$ cat src/design/pcc_pkg.sv
// Shared types, codes and constants for the palette color converter.
package pcc_pkg;

  localparam int unsigned NUM_LANES = 3;   // red, green, blue
  localparam int unsigned CFG_IDX_W = 3;
  localparam int unsigned CFG_DAT_W = 8;

  localparam int unsigned SCL_W  = 9;      // scaled component, 0..273
  localparam int unsigned SUM_W  = 11;     // signed, after brightness offset
  localparam int unsigned MAG_W  = 11;     // component magnitude, up to 1091
  localparam int unsigned C_W    = 9;      // magnitude ahead of contrast, up to 428
  localparam int unsigned PROD_W = 17;     // magnitude times contrast
  localparam int unsigned A_W    = 21;     // magnitude times luma weight
  localparam int unsigned Q_W    = 10;     // luma term, up to 640
  localparam int unsigned V_W    = 12;     // signed component at the output stage

  // register indexes
  localparam logic [CFG_IDX_W-1:0] REG_BRIGHTNESS   = 3'd0;
  localparam logic [CFG_IDX_W-1:0] REG_CONTRAST     = 3'd1;
  localparam logic [CFG_IDX_W-1:0] REG_GRAYSCALE_ON = 3'd2;
  localparam logic [CFG_IDX_W-1:0] REG_INVERT_ON    = 3'd3;
  localparam logic [CFG_IDX_W-1:0] REG_SCALE_METHOD = 3'd4;
  localparam logic [CFG_IDX_W-1:0] REG_PIXEL_FORMAT = 3'd5;
  localparam logic [CFG_IDX_W-1:0] REG_FULL_PALETTE = 3'd6;

  localparam logic [1:0] MODE_NORMAL    = 2'd0;
  localparam logic [1:0] MODE_SHADOW    = 2'd1;
  localparam logic [1:0] MODE_HIGHLIGHT = 2'd2;

  localparam logic [1:0] SCALE_RAW = 2'd0;
  localparam logic [1:0] SCALE_224 = 2'd1;
  localparam logic [1:0] SCALE_240 = 2'd2;

  localparam logic [1:0] FMT_RGB555 = 2'd0;
  localparam logic [1:0] FMT_RGB565 = 2'd1;
  localparam logic [1:0] FMT_RGB888 = 2'd2;

  localparam logic [11:0] MASK_FULL  = 12'hEEE;
  localparam logic [11:0] MASK_SMALL = 12'h222;
  localparam logic [11:0] HL_OR      = 12'h888;
  localparam logic [11:0] HL_SUB     = 12'h111;

  localparam logic [SUM_W-1:0] BRIGHT_BIAS = 11'd100;

  // floor(x/100) = (x * RECIP100) >> 24 for x below 2^17
  localparam logic [17:0] RECIP100    = 18'd167773;
  localparam int unsigned RECIP100_SH = 24;
  // floor(x/1000) = (x * RECIP1000) >> 30 for x below 2^20
  localparam logic [20:0] RECIP1000    = 21'd1073742;
  localparam int unsigned RECIP1000_SH = 30;
  localparam logic [A_W-1:0] DIV1000   = 21'd1000;
  localparam logic [A_W-1:0] HALF1000  = 21'd500;

  typedef struct packed {
    logic [7:0] brightness;
    logic [7:0] contrast;
    logic       grayscale_on;
    logic       invert_on;
    logic [1:0] scale_method;
    logic [1:0] pixel_format;
    logic       full_palette;
  } cfg_t;

  // sign and magnitude of one color component
  typedef struct packed {
    logic             neg;
    logic [MAG_W-1:0] mag;
  } comp_t;

  // nibble scaled by the chosen method: shifted left by four (raw) or stretched by 255/224 or 255/240
  function automatic logic [SCL_W-1:0] scale_nibble(input logic [3:0] nib,
                                                    input logic [1:0] method);
    logic [SCL_W-1:0] res;
    res = '0;
    if (method == SCALE_RAW) begin
      res = {1'b0, nib, 4'b0000};
    end else if (method == SCALE_224) begin
      // floor(nib * 16 * 255 / 224)
      case (nib)
        4'd0:  res = 9'd0;
        4'd1:  res = 9'd18;
        4'd2:  res = 9'd36;
        4'd3:  res = 9'd54;
        4'd4:  res = 9'd72;
        4'd5:  res = 9'd91;
        4'd6:  res = 9'd109;
        4'd7:  res = 9'd127;
        4'd8:  res = 9'd145;
        4'd9:  res = 9'd163;
        4'd10: res = 9'd182;
        4'd11: res = 9'd200;
        4'd12: res = 9'd218;
        4'd13: res = 9'd236;
        4'd14: res = 9'd255;
        4'd15: res = 9'd273;
        default: res = '0;
      endcase
    end else begin
      // nib * 16 * 255 / 240 is exactly nib * 17
      res = {1'b0, nib, nib};
    end
    return res;
  endfunction

  // BT.601 weights in thousandths
  function automatic logic [9:0] luma_weight(input int unsigned lane);
    logic [9:0] w;
    case (lane)
      0:       w = 10'd299;
      1:       w = 10'd587;
      default: w = 10'd114;
    endcase
    return w;
  endfunction

endpackage

$ cat src/design/pcc_expand.sv
// Stage one: palette mask, shadow/highlight, nibble scaling and brightness offset.
module pcc_expand (
  input  logic                                       clk_i,
  input  logic                                       rst_ni,
  input  logic                                       en_i,
  input  logic                                       valid_i,
  input  logic [11:0]                                color_word_i,
  input  logic [1:0]                                 mode_i,
  input  pcc_pkg::cfg_t                              cfg_i,
  output logic                                       valid_o,
  output pcc_pkg::comp_t [pcc_pkg::NUM_LANES-1:0]    comp_o
);

  logic [11:0]                                   masked;
  logic [11:0]                                   word;
  logic [pcc_pkg::SCL_W-1:0]                     scaled [pcc_pkg::NUM_LANES];
  logic signed [pcc_pkg::SUM_W-1:0]              sum    [pcc_pkg::NUM_LANES];
  pcc_pkg::comp_t [pcc_pkg::NUM_LANES-1:0]       comp_d;
  logic                                          valid_q;
  pcc_pkg::comp_t [pcc_pkg::NUM_LANES-1:0]       comp_q;

  always_comb begin
    masked = color_word_i & (cfg_i.full_palette ? pcc_pkg::MASK_FULL : pcc_pkg::MASK_SMALL);
    case (mode_i)
      pcc_pkg::MODE_SHADOW:    word = masked >> 1;
      // no nibble borrows: every nibble is at least 8 before the subtract
      pcc_pkg::MODE_HIGHLIGHT: word = ((masked >> 1) | pcc_pkg::HL_OR) - pcc_pkg::HL_SUB;
      default:                 word = masked;
    endcase
  end

  always_comb begin
    for (int i = 0; i < pcc_pkg::NUM_LANES; i++) begin
      scaled[i] = pcc_pkg::scale_nibble(word[4*i +: 4], cfg_i.scale_method);
      sum[i]    = $signed({2'b00, scaled[i]}) + $signed({3'b000, cfg_i.brightness})
                - $signed(pcc_pkg::BRIGHT_BIAS);
      comp_d[i].neg = sum[i][pcc_pkg::SUM_W-1];
      comp_d[i].mag = sum[i][pcc_pkg::SUM_W-1] ? pcc_pkg::MAG_W'(-sum[i])
                                               : pcc_pkg::MAG_W'(sum[i]);
    end
  end

  always_ff @(posedge clk_i or negedge rst_ni) begin
    if (!rst_ni) begin
      valid_q <= 1'b0;
    end else if (en_i) begin
      valid_q <= valid_i;
    end
  end

  always_ff @(posedge clk_i) begin
    if (en_i) begin
      comp_q <= comp_d;
    end
  end

  assign valid_o = valid_q;
  assign comp_o  = comp_q;

endmodule

$ cat src/design/pcc_contrast.sv
// Contrast: magnitude times contrast, then divide by 100 by reciprocal multiply.
module pcc_contrast (
  input  logic                                       clk_i,
  input  logic                                       rst_ni,
  input  logic                                       en_i,
  input  logic                                       valid_i,
  input  pcc_pkg::comp_t [pcc_pkg::NUM_LANES-1:0]    comp_i,
  input  pcc_pkg::cfg_t                              cfg_i,
  output logic                                       valid_o,
  output pcc_pkg::comp_t [pcc_pkg::NUM_LANES-1:0]    comp_o
);

  localparam int unsigned RP_W = pcc_pkg::PROD_W + 18;

  logic [pcc_pkg::PROD_W-1:0]                prod_d [pcc_pkg::NUM_LANES];
  logic [pcc_pkg::PROD_W-1:0]                prod_q [pcc_pkg::NUM_LANES];
  logic [pcc_pkg::NUM_LANES-1:0]             neg_q;
  logic [RP_W-1:0]                           recip  [pcc_pkg::NUM_LANES];
  pcc_pkg::comp_t [pcc_pkg::NUM_LANES-1:0]   quo_d;
  pcc_pkg::comp_t [pcc_pkg::NUM_LANES-1:0]   quo_q;
  logic                                      vld_p_q;
  logic                                      vld_d_q;

  always_comb begin
    for (int i = 0; i < pcc_pkg::NUM_LANES; i++) begin
      prod_d[i] = pcc_pkg::PROD_W'(comp_i[i].mag[pcc_pkg::C_W-1:0])
                * pcc_pkg::PROD_W'(cfg_i.contrast);
    end
  end

  // truncation toward zero: divide the magnitude, keep the sign
  always_comb begin
    for (int i = 0; i < pcc_pkg::NUM_LANES; i++) begin
      recip[i]     = RP_W'(prod_q[i]) * RP_W'(pcc_pkg::RECIP100);
      quo_d[i].neg = neg_q[i];
      quo_d[i].mag = recip[i][pcc_pkg::RECIP100_SH +: pcc_pkg::MAG_W];
    end
  end

  always_ff @(posedge clk_i or negedge rst_ni) begin
    if (!rst_ni) begin
      vld_p_q <= 1'b0;
      vld_d_q <= 1'b0;
    end else if (en_i) begin
      vld_p_q <= valid_i;
      vld_d_q <= vld_p_q;
    end
  end

  always_ff @(posedge clk_i) begin
    if (en_i) begin
      for (int i = 0; i < pcc_pkg::NUM_LANES; i++) begin
        prod_q[i] <= prod_d[i];
        neg_q[i]  <= comp_i[i].neg;
      end
      quo_q <= quo_d;
    end
  end

  assign valid_o = vld_d_q;
  assign comp_o  = quo_q;

endmodule

$ cat src/design/pcc_gray.sv
// BT.601 luma terms: weight multiply, divide by 1000, round half to even.
module pcc_gray (
  input  logic                                       clk_i,
  input  logic                                       rst_ni,
  input  logic                                       en_i,
  input  logic                                       valid_i,
  input  pcc_pkg::comp_t [pcc_pkg::NUM_LANES-1:0]    comp_i,
  output logic                                       valid_o,
  output pcc_pkg::comp_t [pcc_pkg::NUM_LANES-1:0]    comp_o,
  output logic [pcc_pkg::NUM_LANES-1:0][pcc_pkg::Q_W-1:0] term_o
);

  localparam int unsigned RP_W = 2 * pcc_pkg::A_W;

  logic [pcc_pkg::A_W-1:0]                   wprod_d [pcc_pkg::NUM_LANES];
  logic [pcc_pkg::A_W-1:0]                   wprod_a_q [pcc_pkg::NUM_LANES];
  logic [pcc_pkg::A_W-1:0]                   wprod_b_q [pcc_pkg::NUM_LANES];
  logic [RP_W-1:0]                           recip   [pcc_pkg::NUM_LANES];
  logic [pcc_pkg::Q_W-1:0]                   quo_q   [pcc_pkg::NUM_LANES];
  logic [pcc_pkg::A_W-1:0]                   rem     [pcc_pkg::NUM_LANES];
  logic [pcc_pkg::NUM_LANES-1:0]             rnd_up;
  logic [pcc_pkg::NUM_LANES-1:0][pcc_pkg::Q_W-1:0] term_d;
  logic [pcc_pkg::NUM_LANES-1:0][pcc_pkg::Q_W-1:0] term_q;
  pcc_pkg::comp_t [pcc_pkg::NUM_LANES-1:0]   comp_a_q;
  pcc_pkg::comp_t [pcc_pkg::NUM_LANES-1:0]   comp_b_q;
  pcc_pkg::comp_t [pcc_pkg::NUM_LANES-1:0]   comp_c_q;
  logic                                      vld_a_q;
  logic                                      vld_b_q;
  logic                                      vld_c_q;

  always_comb begin
    for (int i = 0; i < pcc_pkg::NUM_LANES; i++) begin
      wprod_d[i] = pcc_pkg::A_W'(comp_i[i].mag)
                 * pcc_pkg::A_W'(pcc_pkg::luma_weight(i));
      recip[i]   = RP_W'(wprod_a_q[i]) * RP_W'(pcc_pkg::RECIP1000);
    end
  end

  // remainder decides rounding; an exact half goes to the even quotient
  always_comb begin
    for (int i = 0; i < pcc_pkg::NUM_LANES; i++) begin
      rem[i]    = wprod_b_q[i] - (pcc_pkg::A_W'(quo_q[i]) * pcc_pkg::DIV1000);
      rnd_up[i] = (rem[i] > pcc_pkg::HALF1000)
               || ((rem[i] == pcc_pkg::HALF1000) && quo_q[i][0]);
      term_d[i] = quo_q[i] + pcc_pkg::Q_W'(rnd_up[i]);
    end
  end

  always_ff @(posedge clk_i or negedge rst_ni) begin
    if (!rst_ni) begin
      vld_a_q <= 1'b0;
      vld_b_q <= 1'b0;
      vld_c_q <= 1'b0;
    end else if (en_i) begin
      vld_a_q <= valid_i;
      vld_b_q <= vld_a_q;
      vld_c_q <= vld_b_q;
    end
  end

  always_ff @(posedge clk_i) begin
    if (en_i) begin
      for (int i = 0; i < pcc_pkg::NUM_LANES; i++) begin
        wprod_a_q[i] <= wprod_d[i];
        wprod_b_q[i] <= wprod_a_q[i];
        quo_q[i]     <= recip[i][pcc_pkg::RECIP1000_SH +: pcc_pkg::Q_W];
      end
      term_q   <= term_d;
      comp_a_q <= comp_i;
      comp_b_q <= comp_a_q;
      comp_c_q <= comp_b_q;
    end
  end

  assign valid_o = vld_c_q;
  assign comp_o  = comp_c_q;
  assign term_o  = term_q;

endmodule

$ cat src/design/pcc_pack.sv
// Output stage: gray sum, invert, depth reduction with clamp, packing.
module pcc_pack (
  input  logic                                       clk_i,
  input  logic                                       rst_ni,
  input  logic                                       en_i,
  input  logic                                       valid_i,
  input  pcc_pkg::comp_t [pcc_pkg::NUM_LANES-1:0]    comp_i,
  input  logic [pcc_pkg::NUM_LANES-1:0][pcc_pkg::Q_W-1:0] term_i,
  input  pcc_pkg::cfg_t                              cfg_i,
  output logic                                       valid_o,
  output logic [23:0]                                pixel_o
);

  logic signed [pcc_pkg::V_W-1:0]  luma;
  logic signed [pcc_pkg::V_W-1:0]  val [pcc_pkg::NUM_LANES];
  logic [3:0]                      bits_r;
  logic [3:0]                      bits_g;
  logic [3:0]                      bits_b;
  logic [7:0]                      red;
  logic [7:0]                      green;
  logic [7:0]                      blue;
  logic [23:0]                     pixel_d;
  logic [23:0]                     pixel_q;
  logic                            valid_q;

  function automatic logic signed [pcc_pkg::V_W-1:0] signed_val(input logic neg,
      input logic [pcc_pkg::MAG_W-1:0] mag);
    logic signed [pcc_pkg::V_W-1:0] v;
    v = $signed({1'b0, mag});
    return neg ? -v : v;
  endfunction

  // negative clamps to zero, too large clamps to the field maximum
  function automatic logic [7:0] reduce(input logic signed [pcc_pkg::V_W-1:0] v,
                                        input logic [3:0] bits);
    logic [pcc_pkg::V_W-2:0] u;
    logic [pcc_pkg::V_W-2:0] maxv;
    logic [7:0]              res;
    u    = v[pcc_pkg::V_W-2:0] >> (4'd8 - bits);
    maxv = (11'd1 << bits) - 11'd1;
    if (v[pcc_pkg::V_W-1]) begin
      res = 8'd0;
    end else if (u > maxv) begin
      res = maxv[7:0];
    end else begin
      res = u[7:0];
    end
    return res;
  endfunction

  always_comb begin
    luma = '0;
    for (int i = 0; i < pcc_pkg::NUM_LANES; i++) begin
      luma = luma + signed_val(comp_i[i].neg, pcc_pkg::MAG_W'(term_i[i]));
    end
    for (int i = 0; i < pcc_pkg::NUM_LANES; i++) begin
      val[i] = cfg_i.grayscale_on ? luma : signed_val(comp_i[i].neg, comp_i[i].mag);
      // xor on the low byte keeps the two's complement sign
      if (cfg_i.invert_on) begin
        val[i] = val[i] ^ 12'sh0FF;
      end
    end
  end

  always_comb begin
    case (cfg_i.pixel_format)
      pcc_pkg::FMT_RGB555: begin
        bits_r = 4'd5; bits_g = 4'd5; bits_b = 4'd5;
      end
      pcc_pkg::FMT_RGB565: begin
        bits_r = 4'd5; bits_g = 4'd6; bits_b = 4'd5;
      end
      default: begin
        bits_r = 4'd8; bits_g = 4'd8; bits_b = 4'd8;
      end
    endcase
    red   = reduce(val[0], bits_r);
    green = reduce(val[1], bits_g);
    blue  = reduce(val[2], bits_b);
    case (cfg_i.pixel_format)
      pcc_pkg::FMT_RGB555: pixel_d = {9'd0, red[4:0], green[4:0], blue[4:0]};
      pcc_pkg::FMT_RGB565: pixel_d = {8'd0, red[4:0], green[5:0], blue[4:0]};
      default:             pixel_d = {red, green, blue};
    endcase
  end

  always_ff @(posedge clk_i or negedge rst_ni) begin
    if (!rst_ni) begin
      valid_q <= 1'b0;
    end else if (en_i) begin
      valid_q <= valid_i;
    end
  end

  always_ff @(posedge clk_i) begin
    if (en_i) begin
      pixel_q <= pixel_d;
    end
  end

  assign valid_o = valid_q;
  assign pixel_o = pixel_q;

endmodule

$ cat src/design/palette_color_convert_core.sv
// Top level of the palette color converter: config registers, stall control, pipeline.
// Converts one 12-bit color RAM word per clock into a packed RGB555/565/888 pixel.
// The pipeline has seven register stages between an accepted request and a valid pixel on
// the output register: one stage for mask/mode/scale/brightness, two for the contrast
// multiply and divide by 100, three for the luma weight multiply, divide by 1000 and
// rounding, and one for gray sum, invert, clamp and packing. Throughput is one pixel per clock;
// the whole pipeline holds while a finished pixel sits stalled in the output register,
// and in_stall_o follows out_stall_i in that case. cfg_ready_o is always high; write
// registers only while no request is in flight.
module palette_color_convert_core (
  input  logic                            clk_i,
  input  logic                            rst_ni,
  input  logic                            in_valid_i,
  output logic                            in_stall_o,
  input  logic [11:0]                     color_word_i,
  input  logic [1:0]                      mode_i,
  output logic                            out_valid_o,
  input  logic                            out_stall_i,
  output logic [23:0]                     pixel_o,
  input  logic                            cfg_valid_i,
  output logic                            cfg_ready_o,
  input  logic [pcc_pkg::CFG_IDX_W-1:0]   cfg_index_i,
  input  logic [pcc_pkg::CFG_DAT_W-1:0]   cfg_data_i
);

  pcc_pkg::cfg_t                              cfg_q;
  pcc_pkg::cfg_t                              cfg_d;
  logic                                       en;
  logic                                       exp_valid;
  pcc_pkg::comp_t [pcc_pkg::NUM_LANES-1:0]    exp_comp;
  logic                                       con_valid;
  pcc_pkg::comp_t [pcc_pkg::NUM_LANES-1:0]    con_comp;
  logic                                       gry_valid;
  pcc_pkg::comp_t [pcc_pkg::NUM_LANES-1:0]    gry_comp;
  logic [pcc_pkg::NUM_LANES-1:0][pcc_pkg::Q_W-1:0] gry_term;

  assign cfg_ready_o = 1'b1;

  always_comb begin
    cfg_d = cfg_q;
    if (cfg_valid_i && cfg_ready_o) begin
      case (cfg_index_i)
        pcc_pkg::REG_BRIGHTNESS:   cfg_d.brightness   = cfg_data_i;
        pcc_pkg::REG_CONTRAST:     cfg_d.contrast     = cfg_data_i;
        pcc_pkg::REG_GRAYSCALE_ON: cfg_d.grayscale_on = cfg_data_i[0];
        pcc_pkg::REG_INVERT_ON:    cfg_d.invert_on    = cfg_data_i[0];
        pcc_pkg::REG_SCALE_METHOD: cfg_d.scale_method = cfg_data_i[1:0];
        pcc_pkg::REG_PIXEL_FORMAT: cfg_d.pixel_format = cfg_data_i[1:0];
        pcc_pkg::REG_FULL_PALETTE: cfg_d.full_palette = cfg_data_i[0];
        default: ;
      endcase
    end
  end

  always_ff @(posedge clk_i or negedge rst_ni) begin
    if (!rst_ni) begin
      cfg_q.brightness   <= 8'd100;
      cfg_q.contrast     <= 8'd100;
      cfg_q.grayscale_on <= 1'b0;
      cfg_q.invert_on    <= 1'b0;
      cfg_q.scale_method <= pcc_pkg::SCALE_224;
      cfg_q.pixel_format <= pcc_pkg::FMT_RGB888;
      cfg_q.full_palette <= 1'b1;
    end else begin
      cfg_q <= cfg_d;
    end
  end

  // all stages advance together unless the output pixel is held
  assign en         = !(out_valid_o && out_stall_i);
  assign in_stall_o = !en;

  pcc_expand u_expand (
    .clk_i        (clk_i),
    .rst_ni       (rst_ni),
    .en_i         (en),
    .valid_i      (in_valid_i),
    .color_word_i (color_word_i),
    .mode_i       (mode_i),
    .cfg_i        (cfg_q),
    .valid_o      (exp_valid),
    .comp_o       (exp_comp)
  );

  pcc_contrast u_contrast (
    .clk_i   (clk_i),
    .rst_ni  (rst_ni),
    .en_i    (en),
    .valid_i (exp_valid),
    .comp_i  (exp_comp),
    .cfg_i   (cfg_q),
    .valid_o (con_valid),
    .comp_o  (con_comp)
  );

  pcc_gray u_gray (
    .clk_i   (clk_i),
    .rst_ni  (rst_ni),
    .en_i    (en),
    .valid_i (con_valid),
    .comp_i  (con_comp),
    .valid_o (gry_valid),
    .comp_o  (gry_comp),
    .term_o  (gry_term)
  );

  pcc_pack u_pack (
    .clk_i   (clk_i),
    .rst_ni  (rst_ni),
    .en_i    (en),
    .valid_i (gry_valid),
    .comp_i  (gry_comp),
    .term_i  (gry_term),
    .cfg_i   (cfg_q),
    .valid_o (out_valid_o),
    .pixel_o (pixel_o)
  );

  a_rgb555_high_zero : assert property (@(posedge clk_i) disable iff (!rst_ni)
    out_valid_o && (cfg_q.pixel_format == pcc_pkg::FMT_RGB555) |-> pixel_o[23:15] == '0)
    else $error("RGB555 pixel has bits set above bit 14");

  a_rgb565_high_zero : assert property (@(posedge clk_i) disable iff (!rst_ni)
    out_valid_o && (cfg_q.pixel_format == pcc_pkg::FMT_RGB565) |-> pixel_o[23:16] == '0)
    else $error("RGB565 pixel has bits set above bit 15");

  a_gray_equal : assert property (@(posedge clk_i) disable iff (!rst_ni)
    out_valid_o && cfg_q.grayscale_on && (cfg_q.pixel_format == pcc_pkg::FMT_RGB888)
    |-> (pixel_o[23:16] == pixel_o[15:8]) && (pixel_o[15:8] == pixel_o[7:0]))
    else $error("gray RGB888 pixel has unequal components");

  a_stall_freezes : assert property (@(posedge clk_i) disable iff (!rst_ni)
    out_valid_o && out_stall_i |=> out_valid_o && $stable(pixel_o) && $stable(gry_term))
    else $error("pipeline moved while the output pixel was stalled");

endmodule
$ cat config.mk
export PLATFORM = sky130hd
export DESIGN_NAME = palette_color_convert_core
export DESIGN_NICKNAME = d
export VERILOG_FILES = /design/src/design/pcc_pkg.sv /design/src/design/pcc_expand.sv /design/src/design/pcc_contrast.sv /design/src/design/pcc_gray.sv /design/src/design/pcc_pack.sv /design/src/design/palette_color_convert_core.sv
export SDC_FILE = /design/constraint.sdc
export NUM_CORES = 2
export LEC_CHECK = 0
export BUFFER_PORTS_ARGS = -buffer_cell sky130_fd_sc_hd__clkbuf_2
export CAP_MARGIN = 5
export CORE_MARGIN = 8
export CORE_UTILIZATION = 40
export CTS_CLUSTER_DIAMETER = 120
export DETAILED_ROUTE_END_ITERATION = 12
export RECOVER_POWER = 50
export SETUP_SLACK_MARGIN = 0.15
export SYNTH_ARGS = -nofsm -noshare
export SYNTH_HDL_FRONTEND = slang
export SYNTH_SLANG_ARGS = --single-unit
export TNS_END_PERCENT = 50
$ cat constraint.sdc
create_clock -name clk_i -period 11.5 [get_ports clk_i]
set_clock_uncertainty 0.1 [all_clocks]
set_input_delay 1.725 -clock clk_i [delete_from_list [all_inputs] [get_ports clk_i]]
set_output_delay 1.725 -clock clk_i [all_outputs]
set_load 0.01 [all_outputs]
==> results_dict.tcl <==
set metrics [dict create \
    slowest_stage "fa_1" \
    syn_inst 6622 \
    vias 44300 \
    drt-total-wl_um 141000 \
    fmax_mhz 125 \
    cts_resized 0 \
    dp_hpwl_um 120000 \
    critPathKind "flip-flop to flip-flop" \
    ios 57 \
    violations "max-capacitance violations, max-slew violations" \
    layout.nets 9049 \
    ant_nets 0 \
    die-width_um 430 \
    yosysTopAreaCell "ha_1" \
    post_cts_buffers 0 \
    clk_pin_slew_worst_paths_ns 0.06 \
    syn_to_final_growth_pct 7.02 \
    vias_per_cell 4.94 \
    async_flop_share 0.0671 \
    postCtsHoldBufs 0 \
    htreeDepth 2 \
    synth_area_um2 68600 \
    die-area_um2 185000 \
    place_congestion 0.872 \
    antenna_found_initial 0 \
    slew_headroom -1.70 \
    core_um2 171000 \
    fin_crit_ns 7.98 \
    cp-end-kind "flip-flop" \
    grt_max_degree 182 \
    hp-class "flip-flop to flip-flop" \
    status "finished with violations" \
    cp.arrival_ns 8.30 \
    rsz0062_at_grt "no" \
    ys.flop_type "edfxtp_1" \
    worst-endpoint-required_ns 11.82 \
    drtPass1Iterations 5 \
    drv_cap 2 \
    max_stage_delay_ns 0.62 \
    die-height_um 430 \
    grtUsageTotal 0.154 \
    wl_per_cell_um 15.7 \
    whs_ns 0.316 \
    cts.path.max_buffers 3 \
    yosys.area.top_type_share 0.268 \
    rows 152 \
    grt_pass1_vias 46900 \
    crit_fanout 7 \
    worstMarginPinSlew_ns 4.05 \
    ys_types 85 \
    drc 0 \
    drtIter0Drc 1741 \
    tns_ns 0 \
    finalSetupViolations 0 \
    post-route-period-util 0.694 \
    root_buffer "clkbuf_16" \
    slew_viol_final 125 \
    ys_ff_latch 447 \
    cts_buffers 58 \
    drive_above_1_share 0.0309 \
    syn-mean-instance-area_um2 10.4 \
    start_util 0.401 \
    cts_tree "built" \
    finish.utilization 0.430 \
    ys_seq_area_frac 0.194 \
    synth_edf_count 417 \
    clk-insertion-delay-late_ns 0.69 \
    grt_pass1_wl_um 237000 \
    cts.sinks 447 \
    io_buffers 52 \
    final_hold_viol_count 0 \
    synth.area.top_cells "ha_1 27%, fa_1 25%, edfxtp_1 18%, inv_1 8.7%, xnor2_1 2.7%" \
    yosys_warnings 0 \
    grt_overflow 0 \
    fillers 16300 \
    startpoint_type "flip-flop" \
]
-- placed cells by master, fill, tap and decap left out, types with 19 or more instances in the layout --
| master | count |
|---|---|
| a211oi_1 | 32 |
| a21boi_0 | 19 |
| a21o_1 | 74 |
| a21oi_1 | 210 |
| a31oi_1 | 39 |
| and2_1 | 116 |
| and3_1 | 22 |
| clkbuf_1 | 37 |
| clkbuf_16 | 60 |
| clkbuf_2 | 25 |
| dfrtp_1 | 21 |
| edfxtp_1 | 417 |
| fa_1 | 856 |
| ha_1 | 1472 |
| inv_1 | 1593 |
| mux2_2 | 30 |
| mux2i_1 | 22 |
| nand2_1 | 300 |
| nand2b_1 | 32 |
| nand3_1 | 79 |
| nand4_1 | 32 |
| nor2_1 | 194 |
| nor2b_1 | 50 |
| nor3_1 | 72 |
| o211ai_1 | 22 |
| o21a_1 | 43 |
| o21ai_0 | 192 |
| o31ai_1 | 26 |
| or2_2 | 24 |
| or3_1 | 21 |
| xnor2_1 | 209 |
| xor2_1 | 106 |
-- final timing paths --
check	start	to	slack, ns	cells past startpoint
max	u_gray.quo_q[0][0]$_DFFE_PN_	u_gray.term_o[8]$_DFFE_PN_	3.52	29
min	u_gray.comp_b_q[29]$_DFFE_PN_	u_gray.comp_o[29]$_DFFE_PN_	0.32	0
max reg2reg	u_gray.quo_q[0][0]$_DFFE_PN_	u_gray.term_o[8]$_DFFE_PN_	3.52	29
min reg2reg	u_gray.comp_b_q[29]$_DFFE_PN_	u_gray.comp_o[29]$_DFFE_PN_	0.32	0
max in group asynchronous	rst_ni	cfg_q[15]$_DFFE_PN0P_	8.85	1
min in group asynchronous	rst_ni	u_expand.valid_o$_DFFE_PN0N_	1.42	1
-- cells by family after synthesis --
| kind of cell | share of synthesized area |
|---|---|
| xor+xnor | 0.0405 |
| compound gates | 0.0764 |
| buf+inv | 0.0909 |
| mux | 0.00829 |
| flops | 0.194 |
| fa+ha+maj | 0.518 |
| simple gates | 0.0724 |
| other cells | 0.0000546 |
-- cell usage after synthesis, types with 39 or more instances --
| master | number |
|---|---|
| nand2_1 | 300 |
| ha_1 | 1472 |
| clkbuf_1 | 48 |
| nor3_1 | 72 |
| nand3_1 | 79 |
| a31oi_1 | 39 |
| and2_1 | 123 |
| fa_1 | 856 |
| inv_1 | 1593 |
| a21oi_1 | 210 |
| nor2_1 | 194 |
| nor2b_1 | 50 |
| a21o_1 | 74 |
| edfxtp_1 | 417 |
| xor2_1 | 106 |
| o21ai_0 | 192 |
| o21a_1 | 43 |
| xnor2_1 | 209 |
-- area by class of cell --
class / instances / area, um^2 / share of cell area
inverters: 1595 / 5990 / 0.0815
flip-flops and latches: 447 / 13300 / 0.181
repair buffers: 68 / 342 / 0.00465
clock inverters: 41 / 387 / 0.00526
diodes: 1 / 2.50 / 0.0000341
multi-input cells: 4521 / 49100 / 0.669
clock buffers: 67 / 1540 / 0.0209
well taps: 2233 / 2790 / 0.0380
-- sequential cells by signal (all words and copies together) (netlist names), 3 cells and up --
name and cells:
u_gray.quo_q 29, u_gray.comp_b_q 36, u_pack.pixel_o 24, u_contrast.neg_q 3
u_gray.wprod_b_q 53, u_gray.wprod_a_q 53, u_contrast.comp_o 36, u_contrast.prod_q 51
u_gray.comp_a_q 36, cfg_q 23, u_gray.comp_o 36, u_expand.comp_o 30
u_gray.term_o 30
-- through the flow --
stage                     setup WS, ns  std cells  instance area [um^2]
after floorplan                   2.35       6623                 68600
after global placement            3.64       8863                 71600
after detailed placement          3.56       8863                 71600
after CTS                         3.52       8971                 73500
after global routing              2.96       8972                 73500
final                             3.52       8973                 73500
-- layer usage --
layer  track usage  vias up  share of wire
li1              -    22000              -
met1         0.204    21600           0.47
met2         0.273      537           0.49
met3        0.0147      170          0.028
met4        0.0311        0          0.020
met5             0        -              0
-- worst max-delay path: cells and delay by family, from the launching register on --
| family | cells | cell delay (ns) |
|---|---|---|
| and+or+nand+nor | 5 | 0.90 |
| xor gates and xnor gates | 2 | 0.25 |
| AOI/OAI and AO/OA | 11 | 2.49 |
| buffers and inverters | 3 | 0.19 |
| DFF | 1 | 0.55 |
| adders and majority gates | 8 | 3.23 |
Power is left out: the tool's default activity adds up to more than one toggle a clock period on the data nets, which glitch-free logic cannot reach.
